### src/rtl/hfam_pkg.sv
// shared types and constants for the binary16 add/multiply unit
`timescale 1ns / 1ps
`default_nettype none
package hfam_pkg;

	localparam logic [15:0] QNAN = 16'h7E00;
	localparam logic [14:0] INF_MAG = 15'h7C00;
	localparam logic REQ_ADD = 1'b0;
	localparam logic REQ_MUL = 1'b1;

	// special outcome decided from the operand classes in the first stage
	typedef struct packed {
		logic        special;
		logic [15:0] special_bits;
	} spec_t;

	// unsigned magnitude with its binary scale: value = mag * 2^(scale - 48)
	typedef struct packed {
		logic        neg;
		logic [41:0] mag;
		logic [5:0]  scale;
	} mag_t;

endpackage
`default_nettype wire

### src/rtl/hfam_front.sv
// stage one: special-case detection, operand alignment and product/sum
`timescale 1ns / 1ps
`default_nettype none
module hfam_front (
	input  wire logic                clk,
	input  wire logic                arst_n,
	input  wire logic                in_valid,
	input  wire logic                req_type,
	input  wire logic [15:0]         operand_a,
	input  wire logic [15:0]         operand_b,
	output logic                     valid_s1,
	output hfam_pkg::spec_t          spec_s1,
	output hfam_pkg::mag_t           mag_s1
);

	logic       a_nan, b_nan, a_inf, b_inf, a_zero, b_zero;
	logic [4:0] ea, eb;
	logic [10:0] ma, mb;
	logic [4:0] sa, sb;
	logic [41:0] va, vb, add_mag;
	logic [21:0] prod;
	logic        add_neg;
	hfam_pkg::spec_t spec_d;
	hfam_pkg::mag_t  mag_d;

	// classify and unpack
	always_comb begin
		ea = operand_a[14:10];
		eb = operand_b[14:10];
		a_nan = (ea == 5'h1F) && (operand_a[9:0] != 10'd0);
		b_nan = (eb == 5'h1F) && (operand_b[9:0] != 10'd0);
		a_inf = operand_a[14:0] == hfam_pkg::INF_MAG;
		b_inf = operand_b[14:0] == hfam_pkg::INF_MAG;
		a_zero = operand_a[14:0] == 15'd0;
		b_zero = operand_b[14:0] == 15'd0;
		ma = {(ea != 5'd0), operand_a[9:0]};
		mb = {(eb != 5'd0), operand_b[9:0]};
		sa = (ea == 5'd0) ? 5'd0 : ea - 5'd1;
		sb = (eb == 5'd0) ? 5'd0 : eb - 5'd1;
	end

	// special results
	always_comb begin
		spec_d.special = 1'b1;
		spec_d.special_bits = hfam_pkg::QNAN;
		if (a_nan || b_nan) begin
			spec_d.special_bits = hfam_pkg::QNAN;
		end else if (req_type == hfam_pkg::REQ_ADD) begin
			if (a_inf && b_inf)
				spec_d.special_bits = (operand_a == operand_b) ? operand_a : hfam_pkg::QNAN;
			else if (a_inf)
				spec_d.special_bits = operand_a;
			else if (b_inf)
				spec_d.special_bits = operand_b;
			else
				spec_d.special = 1'b0;
		end else begin
			if (a_inf || b_inf) begin
				if (a_zero || b_zero)
					spec_d.special_bits = hfam_pkg::QNAN;
				else
					spec_d.special_bits = {operand_a[15] ^ operand_b[15], hfam_pkg::INF_MAG};
			end else begin
				spec_d.special = 1'b0;
			end
		end
	end

	// aligned sum in units of 2^-24, raw product scaled by 2^(sa + sb - 48)
	always_comb begin
		va = {31'd0, ma} << sa;
		vb = {31'd0, mb} << sb;
		prod = ma * mb;
		add_neg = 1'b0;
		add_mag = 42'd0;
		if (operand_a[15] == operand_b[15]) begin
			add_mag = va + vb;
			add_neg = operand_a[15];
		end else if (va >= vb) begin
			add_mag = va - vb;
			add_neg = operand_a[15];
		end else begin
			add_mag = vb - va;
			add_neg = operand_b[15];
		end
		if (req_type == hfam_pkg::REQ_MUL) begin
			mag_d.mag = {20'd0, prod};
			mag_d.scale = {1'b0, sa} + {1'b0, sb};
			mag_d.neg = operand_a[15] ^ operand_b[15];
		end else begin
			mag_d.mag = add_mag;
			mag_d.scale = 6'd24;
			mag_d.neg = add_neg;
		end
	end

	// stage register
	always_ff @(posedge clk or negedge arst_n) begin
		if (!arst_n)
			valid_s1 <= 1'b0;
		else
			valid_s1 <= in_valid;
	end

	always_ff @(posedge clk) begin
		spec_s1 <= spec_d;
		mag_s1 <= mag_d;
	end

endmodule
`default_nettype wire

### src/rtl/hfam_norm.sv
// stages two and three: leading-one search, then truncating pack
`timescale 1ns / 1ps
`default_nettype none
module hfam_norm (
	input  wire logic            clk,
	input  wire logic            arst_n,
	input  wire logic            valid_s1,
	input  wire hfam_pkg::spec_t spec_s1,
	input  wire hfam_pkg::mag_t  mag_s1,
	output logic                 valid_s3,
	output logic [15:0]          bits_s3
);

	logic [5:0]  lead;
	logic        nz;
	logic        valid_s2;
	hfam_pkg::spec_t spec_s2;
	logic        neg_s2, nz_s2;
	logic [5:0]  lead_s2;
	logic [5:0]  scale_s2;
	logic [41:0] mag_s2;
	logic [15:0] bits_d;
	logic [6:0]  pos;
	logic [4:0]  expo;
	logic [41:0] norm_frac;
	logic [41:0] sub_frac;

	// leading one position over the magnitude
	always_comb begin
		lead = 6'd0;
		nz = mag_s1.mag != 42'd0;
		for (int i = 0; i < 42; i++)
			if (mag_s1.mag[i]) lead = 6'(i);
	end

	always_ff @(posedge clk or negedge arst_n) begin
		if (!arst_n) begin
			valid_s2 <= 1'b0;
			valid_s3 <= 1'b0;
		end else begin
			valid_s2 <= valid_s1;
			valid_s3 <= valid_s2;
		end
	end

	always_ff @(posedge clk) begin
		spec_s2 <= spec_s1;
		neg_s2 <= mag_s1.neg;
		nz_s2 <= nz;
		lead_s2 <= lead;
		scale_s2 <= mag_s1.scale;
		mag_s2 <= mag_s1.mag;
	end

	// value = mag * 2^(scale - 48); lead + scale is the exponent plus 48
	// normal when that is 34 or more (2^-14), infinity from 64 (2^16)
	always_comb begin
		pos = {1'b0, lead_s2} + {1'b0, scale_s2};
		expo = 5'(pos - 7'd33);
		norm_frac = (lead_s2 >= 6'd10) ? (mag_s2 >> (lead_s2 - 6'd10))
			: (mag_s2 << (6'd10 - lead_s2));
		sub_frac = (scale_s2 >= 6'd24) ? (mag_s2 << (scale_s2 - 6'd24))
			: (mag_s2 >> (6'd24 - scale_s2));
		bits_d = 16'd0;
		if (spec_s2.special) begin
			bits_d = spec_s2.special_bits;
		end else if (!nz_s2) begin
			bits_d = 16'd0;
		end else if (pos >= 7'd64) begin
			bits_d = {neg_s2, hfam_pkg::INF_MAG};
		end else if (pos >= 7'd34) begin
			bits_d = {neg_s2, expo, norm_frac[9:0]};
		end else begin
			bits_d = {neg_s2, 5'd0, sub_frac[9:0]};
		end
	end

	always_ff @(posedge clk) begin
		bits_s3 <= bits_d;
	end

endmodule
`default_nettype wire

### src/rtl/half_float_add_mul.sv
// top level of the pipelined binary16 adder and multiplier
// start passes through the valid_s1, valid_s2 and valid_s3 registers to done
// throughput: one transaction per cycle, busy is always low
// reset: arst_n clears all stage valid bits asynchronously
// results cannot be stalled; done pulses once per transaction
`timescale 1ns / 1ps
`default_nettype none
module half_float_add_mul (
	input  wire logic        clk,
	input  wire logic        arst_n,
	input  wire logic        start,
	output logic             busy,
	input  wire logic        req_type,
	input  wire logic [15:0] operand_a,
	input  wire logic [15:0] operand_b,
	output logic             done,
	output logic [15:0]      result_bits
);

	logic            valid_s1;
	hfam_pkg::spec_t spec_s1;
	hfam_pkg::mag_t  mag_s1;

	assign busy = 1'b0;

	// operand front end
	hfam_front u_front (
		.clk(clk), .arst_n(arst_n), .in_valid(start && !busy),
		.req_type(req_type), .operand_a(operand_a), .operand_b(operand_b),
		.valid_s1(valid_s1), .spec_s1(spec_s1), .mag_s1(mag_s1)
	);

	// normalize and pack
	hfam_norm u_norm (
		.clk(clk), .arst_n(arst_n), .valid_s1(valid_s1), .spec_s1(spec_s1),
		.mag_s1(mag_s1), .valid_s3(done), .bits_s3(result_bits)
	);

	// every accepted transaction shows up later as done
	a_latency: assert property (@(posedge clk) disable iff (!arst_n)
		start |-> ##3 done) else $error("lost transaction");
	// no result without a transaction
	a_noinvent: assert property (@(posedge clk) disable iff (!arst_n)
		done |-> $past(start, 3)) else $error("spurious result");
	// canonical nan from a nan operand_a
	a_nan: assert property (@(posedge clk) disable iff (!arst_n)
		(start && operand_a[14:10] == 5'h1F && operand_a[9:0] != 10'd0)
		|-> ##3 (result_bits == hfam_pkg::QNAN)) else $error("nan not canonical");

endmodule
`default_nettype wire

### config.mk
export PLATFORM = sky130hd
export DESIGN_NAME = half_float_add_mul
export DESIGN_NICKNAME = d
export VERILOG_FILES = /design/src/rtl/hfam_pkg.sv /design/src/rtl/hfam_front.sv /design/src/rtl/hfam_norm.sv /design/src/rtl/half_float_add_mul.sv
export SDC_FILE = /design/constraint.sdc
export NUM_CORES = 1
export LEC_CHECK = 0
export BUFFER_PORTS_ARGS = -buffer_cell sky130_fd_sc_hd__buf_2
export CAP_MARGIN = 20
export CORE_MARGIN = 1.5
export CORE_UTILIZATION = 42
export DETAILED_ROUTE_END_ITERATION = 12
export GPL_TIMING_DRIVEN = 0
export HOLD_SLACK_MARGIN = 0.03
export PLACE_DENSITY = 0.67
export SLEW_MARGIN = 40
export SYNTH_ARGS = -nofsm -noshare
export SYNTH_HDL_FRONTEND = slang
export SYNTH_SLANG_ARGS = --single-unit
export TNS_END_PERCENT = 50
### constraint.sdc
create_clock -name clk -period 3.8 [get_ports clk]
set_clock_uncertainty 0.2 [all_clocks]
set_input_delay 0.76 -clock clk [delete_from_list [all_inputs] [get_ports clk]]
set_output_delay 0.76 -clock clk [all_outputs]
set_load 0.01 [all_outputs]
==> results of run 1 <==
## power by group through the flow
stage | clock network, uW | logic, uW | registers, uW
floorplan | 0 | 9850 | 2560
CTS | 1760 | 15900 | 2750
global placement | 0 | 13500 | 2770
detailed placement | 0 | 13400 | 2790
finish | 1750 | 17400 | 2780
global route | 1820 | 18500 | 2820
## cell usage in the layout (no fill, tap or decap), drive strengths merged, types with 67 or more instances in the layout
cell,Yosys,routed
nor2,238,238
mux4,68,68
nand2,277,277
and2,67,67
o21ai,149,149
buf,54,287
dfxtp,155,155
mux2i,127,127
nor3,68,68
ha,220,220
inv,278,280
a21oi,231,231
clkbuf,111,116
fa,85,85
## final cells by class
cell class              instances  area (um2)  area share, %
plain buffers                 156        1180           4.03
inverters                     281        1110           3.79
repair buffers                232        1940           6.61
well taps                     688         861           2.93
clock inverters                15         191          0.652
clock buffers                  17         425           1.45
flip-flops and latches        158        3190           10.8
multi-input cells            2304       20500           69.7
## per-stage QoR
stage                     total power, uW  setup TNS [ns]  std cells  setup WS [ns]  util, %
after floorplan                     12400          -78.86       2909          -2.16        -
after global placement              16300         -162.11       3646          -3.82     45.3
after detailed placement            16200         -159.81       3646          -3.78     45.3
after CTS                           20400          -72.00       3802          -2.06     52.7
after global routing                23200          -82.78       3851          -2.26     55.6
final                               21900          -78.77       3851          -2.12     55.6
## worst max-delay path, stage by stage
cell and delay, ns:
buf_12 0.11, clkinv_8 0.04, ha_4 0.13, or4b_4 0.50, clkbuf_16 0.19, nand2_4 0.06
fa_1 0.43, inv_1 0.10, fa_1 0.43, fa_1 0.49, fa_1 0.53, fa_1 0.45
ha_4 0.20, or3_4 0.37, a31oi_4 0.22, o31ai_4 0.10, o41ai_4 0.27, o21ai_2 0.12
xnor2_2 0.30, a22oi_1 0.14, nand2_1 0.15
## flip-flops by register name, summed over array words and instances (netlist names), 6 cells and up
signal	flops
u_front.mag_s1	49
u_norm.mag_s2	42
u_front.spec_s1	17
u_norm.spec_s2	17
u_norm.bits_s3	16
u_norm.lead_s2	6
u_norm.scale_s2	6
## cell families after synthesis
group,after synthesis,share of synthesized area [%]
AND/OR/NAND/NOR,911,19.3
flip-flops,158,14.1
buffers and inverters,447,7.80
adder cells (fa/ha/maj),305,19.7
other,2,0.0332
AO/OA/AOI/OAI,762,21.7
multiplexers,230,14.1
XOR/XNOR,83,3.22
## cells in the mapped netlist (all sizes together), types with 54 or more instances
master  number
inv        278
nand2      277
nor2       238
a21oi      231
ha         220
dfxtp      155
o21ai      149
mux2i      127
clkbuf     111
fa          85
mux4        68
nor3        68
and2        67
xnor2       56
nand3       55
buf         54
## routing by layer
metal / global-route usage (%) / wire length (um) / part of all wire (%) / vias to the layer above
met5: 0 / 0 / 0 / -
li1: - / - / - / 10791
met4: 17.9 / 6460 / 6.8 / 0
met1: 43.1 / 37700 / 40 / 11670
met2: 51.9 / 41200 / 44 / 1585
met3: 5.02 / 8930 / 9.5 / 346
## final timing paths
check | end | slack [ns] | cells past startpoint
max | u_front.mag_s1[27] | -2.12 | 21
min | u_norm.spec_s2[11] | 0.12 | 0
max reg2reg | u_norm.bits_s3[4] | -0.18 | 14
min reg2reg | u_norm.spec_s2[11] | 0.12 | 0
max in group asynchronous | u_front.valid_s1 | 2.87 | 2
min in group asynchronous | u_norm.valid_s3 | 0.42 | 2
## what timing repair did
item,CTS,global route
resized for setup,533,237
hold buffers,1,0
endpoints found under the hold margin,3,0
pin swaps,94,114
setup endpoints to repair,57,52
gates cloned,2,1
setup buffers,128,52
==> results.toml, run 1 <==
[finish]
postLayoutCellArea_um2 = 29400
drive_gt1_share_pct = 27.8
area_delta_synth_final_pct = 30.0
design.final.nets = 3491
antennaDiodeCount = 0
fill_cells = 4756

[setup_path]
crit_path_end_kind = "flip-flop"
cp-startpoint = "operand_a[11]"
crit_arrival_ns = 6.11
start_kind = "input port"
required_ns = 3.98
rr_startpoint = "u_norm.scale_s2[0]"
path_class = "input port to flip-flop"
crit_fanout = 5

[timing]
fin_ws_ns = -2.12
tightest_slew_ns = 1.10
setup_violations = 45
rsz0062_at_grt = "true"
final-hold-violation-count = 0
slew_viol_final = 0
finalCriticalPeriod_ns = 5.92
finalCritPeriodShare_pct = 156
relSlewSlack_pct = 26.9
fmax_mhz = 169
hold_slack_ns = 0.124

[worst_hold_path]
holdCritStartpoint = "u_front.spec_s1[11]"
worstHoldPathType = "flip-flop to flip-flop"

[synthesis]
avgSynthCellArea_um2 = 7.80
yosysWarningCount = 0
synth.top_cells.by_area = "dfxtp_1 (14%), ha_1 (12%), fa_1 (7.5%)"
netlist_instances = 2898
synth_top_area_share_pct = 13.7
ys_seq_area_share_pct = 14.1
synth_flop_cell = "dfxtp_1"
synth-edff-count = 0
yosysUniqueCellTypes = 89
async_flop_share_pct = 1.90
syn_area_um2 = 22600
synth.largest_area_cell = "dfxtp_1"
synth-seq-cells = 158

[placed_design]
port_buffers = 49
place_congestion = 1.05
dpl-instance-area_um2 = 24000
dp_hpwl_mm = 72.2

[power]
comb_power_share_pct = 79.4
pwr-share-clk_pct = 8.0
ir_worst_vdd_mv = 0.712
p_per_area_nw_per_um2 = 746
switching_share_pct = 50.8
p_seq_share_pct = 12.7
power_switching_uw = 11100
intPower_uw = 10800
power_leakage_uw = 0.0125

[clock_network]
insertion_delay_ns = 0.45
cts_buffers = 17
cts_tree = "done"
cts_max_level = 4
clock_sinks = 158
cts.root.buffer_cell = "clkbuf_16"
clockBufferDepth = 2
clkTransAtPathRegs_ns = 0.07

[die]
core-area_um2 = 52900
start_util_pct = 42.7
placementRows = 84
die_h_um = 235
die-area_um2 = 55200
die_w_um = 235
boundaryPins = 54

[detailed_routing]
route.vias.total = 24392
dr.pass1.iters = 6
via_per_inst = 6.33
drc = 0
ant_nets = 0
drt_wl_total_mm = 94.3
drt-wirelength-per-cell_um = 24.5
drt_iter0_drc = 3148

[global_routing]
grt_pass1_vias = 23014
grt_max_degree = 20
antenna_found_initial = 5
grt_pass1_wl_mm = 141
grt_overflow = 0
grt.total_usage_pct = 32.9

[run_status]
violations = "setup timing"
run_status = "finished, violations left"

[run]
drv_cap = 0
Power figures use the tool's default switching activity.
==> run 2, diff against run 1 <==
Settings changed: CORE_ASPECT_RATIO set to 0.5, CORE_MARGIN 1.5 to 4.
==> run 2 against run 1 <==
The run still ends with setup timing left. Via count is 1.3% lower. Clock power is 4% lower. Combinational power is 4% higher. Cell count is 0.42% lower. Cell area is 0.50% lower. Fmax is 0.16% higher. Worst setup slack better by 0.0096 ns. Register-to-register slack better by 0.08 ns. Flip-flop and latch count stayed put. Hold slack worse by 0.00095 ns. Sequential share of layout area is 0.055 points higher. Critical path type unchanged. Highest routed layer is now met5.
==> results.toml, run 2 (synthesized netlist as in run 1, its figures left out) <==
[power]
ir_worst_vdd_mv = 0.537
comb_power_share_pct = 80.1
p_seq_share_pct = 12.4
pwr-share-clk_pct = 7.5
power_leakage_uw = 0.0124
power_switching_uw = 11700
p_per_area_nw_per_um2 = 772
power_uw = 22600
switching_share_pct = 52.0
intPower_uw = 10800

[timing]
fmax_mhz = 169
fin_tns_setup_ns = -79.04
finalCritPeriodShare_pct = 156
final-hold-violation-count = 0
setup_violations = 44
slew_viol_final = 0
relSlewSlack_pct = 35.2
rsz0062_at_grt = "true"
finalCriticalPeriod_ns = 5.91
fin_ws_ns = -2.11
tightest_slew_ns = 0.962

[clock_network]
cts.root.buffer_cell = "clkbuf_16"
insertion_delay_ns = 0.43
clkTransAtPathRegs_ns = 0.08
cts_tree = "done"
clockBufferDepth = 2
cts_max_level = 4
cts_buffers = 17
clock_sinks = 158

[setup_path]
path_class = "input port to flip-flop"
cp-startpoint = "operand_a[10]"
crit_arrival_ns = 5.99
required_ns = 3.87
rr_startpoint = "u_norm.lead_s2[1]"
crit_path_end_kind = "flip-flop"
crit_fanout = 6
start_kind = "input port"

[detailed_routing]
route.vias.total = 24070
via_per_inst = 6.28
ant_nets = 0
routed-wl-met2_mm = 41.6
met1_length_mm = 40.0
drt_wl_total_mm = 96.2
drc = 0
dr.pass1.iters = 6
top_layer_used = "met5"
routed-wl-met3_mm = 10.4
drt-wirelength-per-cell_um = 25.1
drt_iter0_drc = 2396

[finish]
fill_cells = 4814
largest_register_ffs = 49
mostFrequentLayoutCells = "inv_1 (261), nand2_1 (239), nor2_1 (217)"
ff_latch_area_um2 = 3190
top_regs = "u_front.mag_s1: 49 flops, u_norm.mag_s2: 42 flops"
design.final.nets = 3458
mostFrequentLayoutCell = "inv_1"
multi_input_area_um2 = 20700
fin_util_pct = 55.6
regMostFlops = "u_front.mag_s1"
drive_gt1_share_pct = 28.0
area_delta_synth_final_pct = 29.3

[die]
die_w_um = 336
die-area_um2 = 57800
die_h_um = 172
placementRows = 59
start_util_pct = 43.0
boundaryPins = 54
core-area_um2 = 52600

[placed_design]
place_congestion = 1.05
pre_cts_slack_ns = -4.18
dp_hpwl_mm = 75.3
port_buffers = 49

[worst_hold_path]
worstHoldPathType = "flip-flop to flip-flop"
holdCritStartpoint = "u_front.mag_s1[48]"

[run_status]
violations = "setup timing"
run_status = "finished, violations left"

[global_routing]
grt_overflow = 0
antenna_found_initial = 9
grt_max_degree = 20
grt_pass1_wl_mm = 142
grt.total_usage_pct = 31.9
grt_pass1_vias = 22824

[run]
drv_cap = 0
run 2: cell type report:
type	instances	area share, %
multi-input cells	2304	70.7
flip-flops and latches	158	10.9
repair buffers	199	5.58
plain buffers	156	3.87
inverters	281	3.81
well taps	701	3.00
clock buffers	17	1.46
clock inverters	15	0.676
diodes	4	0.0342
run 2: per-layer routing:
metal / vias up / global-route usage [%]
met3: 253 / 7.84
li1: 10731 / -
met4: 2 / 11.4
met1: 11749 / 42.7
met2: 1335 / 50.7
met5: - / 0
run 2: worst paths after layout:
kind / end / slack (ns) / cells after the start
max in group asynchronous: u_front.valid_s1 / 2.84 / 2
setup / recovery: u_front.mag_s1[27] / -2.11 / 21
min in group asynchronous: u_norm.valid_s3 / 0.45 / 2
setup reg to reg: u_norm.bits_s3[2] / -0.10 / 12
hold reg to reg: u_norm.neg_s2 / 0.12 / 0
hold / removal: u_norm.neg_s2 / 0.12 / 0
run 2: critical path, stage by stage:
cell       delay [ns]
buf_12           0.11
clkinv_8         0.04
ha_4             0.12
or4b_4           0.50
clkbuf_16        0.19
nand2_4          0.05
fa_1             0.39
inv_1            0.07
fa_1             0.44
fa_1             0.48
fa_1             0.52
fa_2             0.46
ha_4             0.18
or3_4            0.34
a31oi_4          0.20
o31ai_4          0.12
o41ai_4          0.35
o21ai_2          0.10
xnor2_2          0.19
a22oi_1          0.22
nand2_1          0.14
run 2: timing repair:
action,in CTS,in global routing
hold endpoints to repair,3,0
setup endpoints to repair,54,53
gates cloned,3,0
hold buffers,1,0
gates resized for setup,476,340
setup buffers,84,69
pin swaps,102,131
run 2: power by group through the flow:
| stage | combinational (uW) | clock [uW] | sequential, uW |
|---|---|---|---|
| floorplan | 9850 | 0 | 2560 |
| global placement | 13800 | 0 | 2780 |
| detailed placement | 13900 | 0 | 2800 |
| CTS | 16200 | 1720 | 2760 |
| global route | 19100 | 1790 | 2860 |
| finish | 18100 | 1680 | 2800 |
run 2: metrics by stage:
| step | hold WS [ns] | instances | area [um2] |
|---|---|---|---|
| 2_1_floorplan | 0.110 | 2909 | 22800 |
| 3_3_place_gp | 0.111 | 3659 | 24000 |
| 3_5_place_dp | 0.112 | 3659 | 24000 |
| 4_1_cts | 0.123 | 3772 | 27400 |
| 5_1_grt | 0.126 | 3833 | 29200 |
| 6_report | 0.123 | 3835 | 29200 |
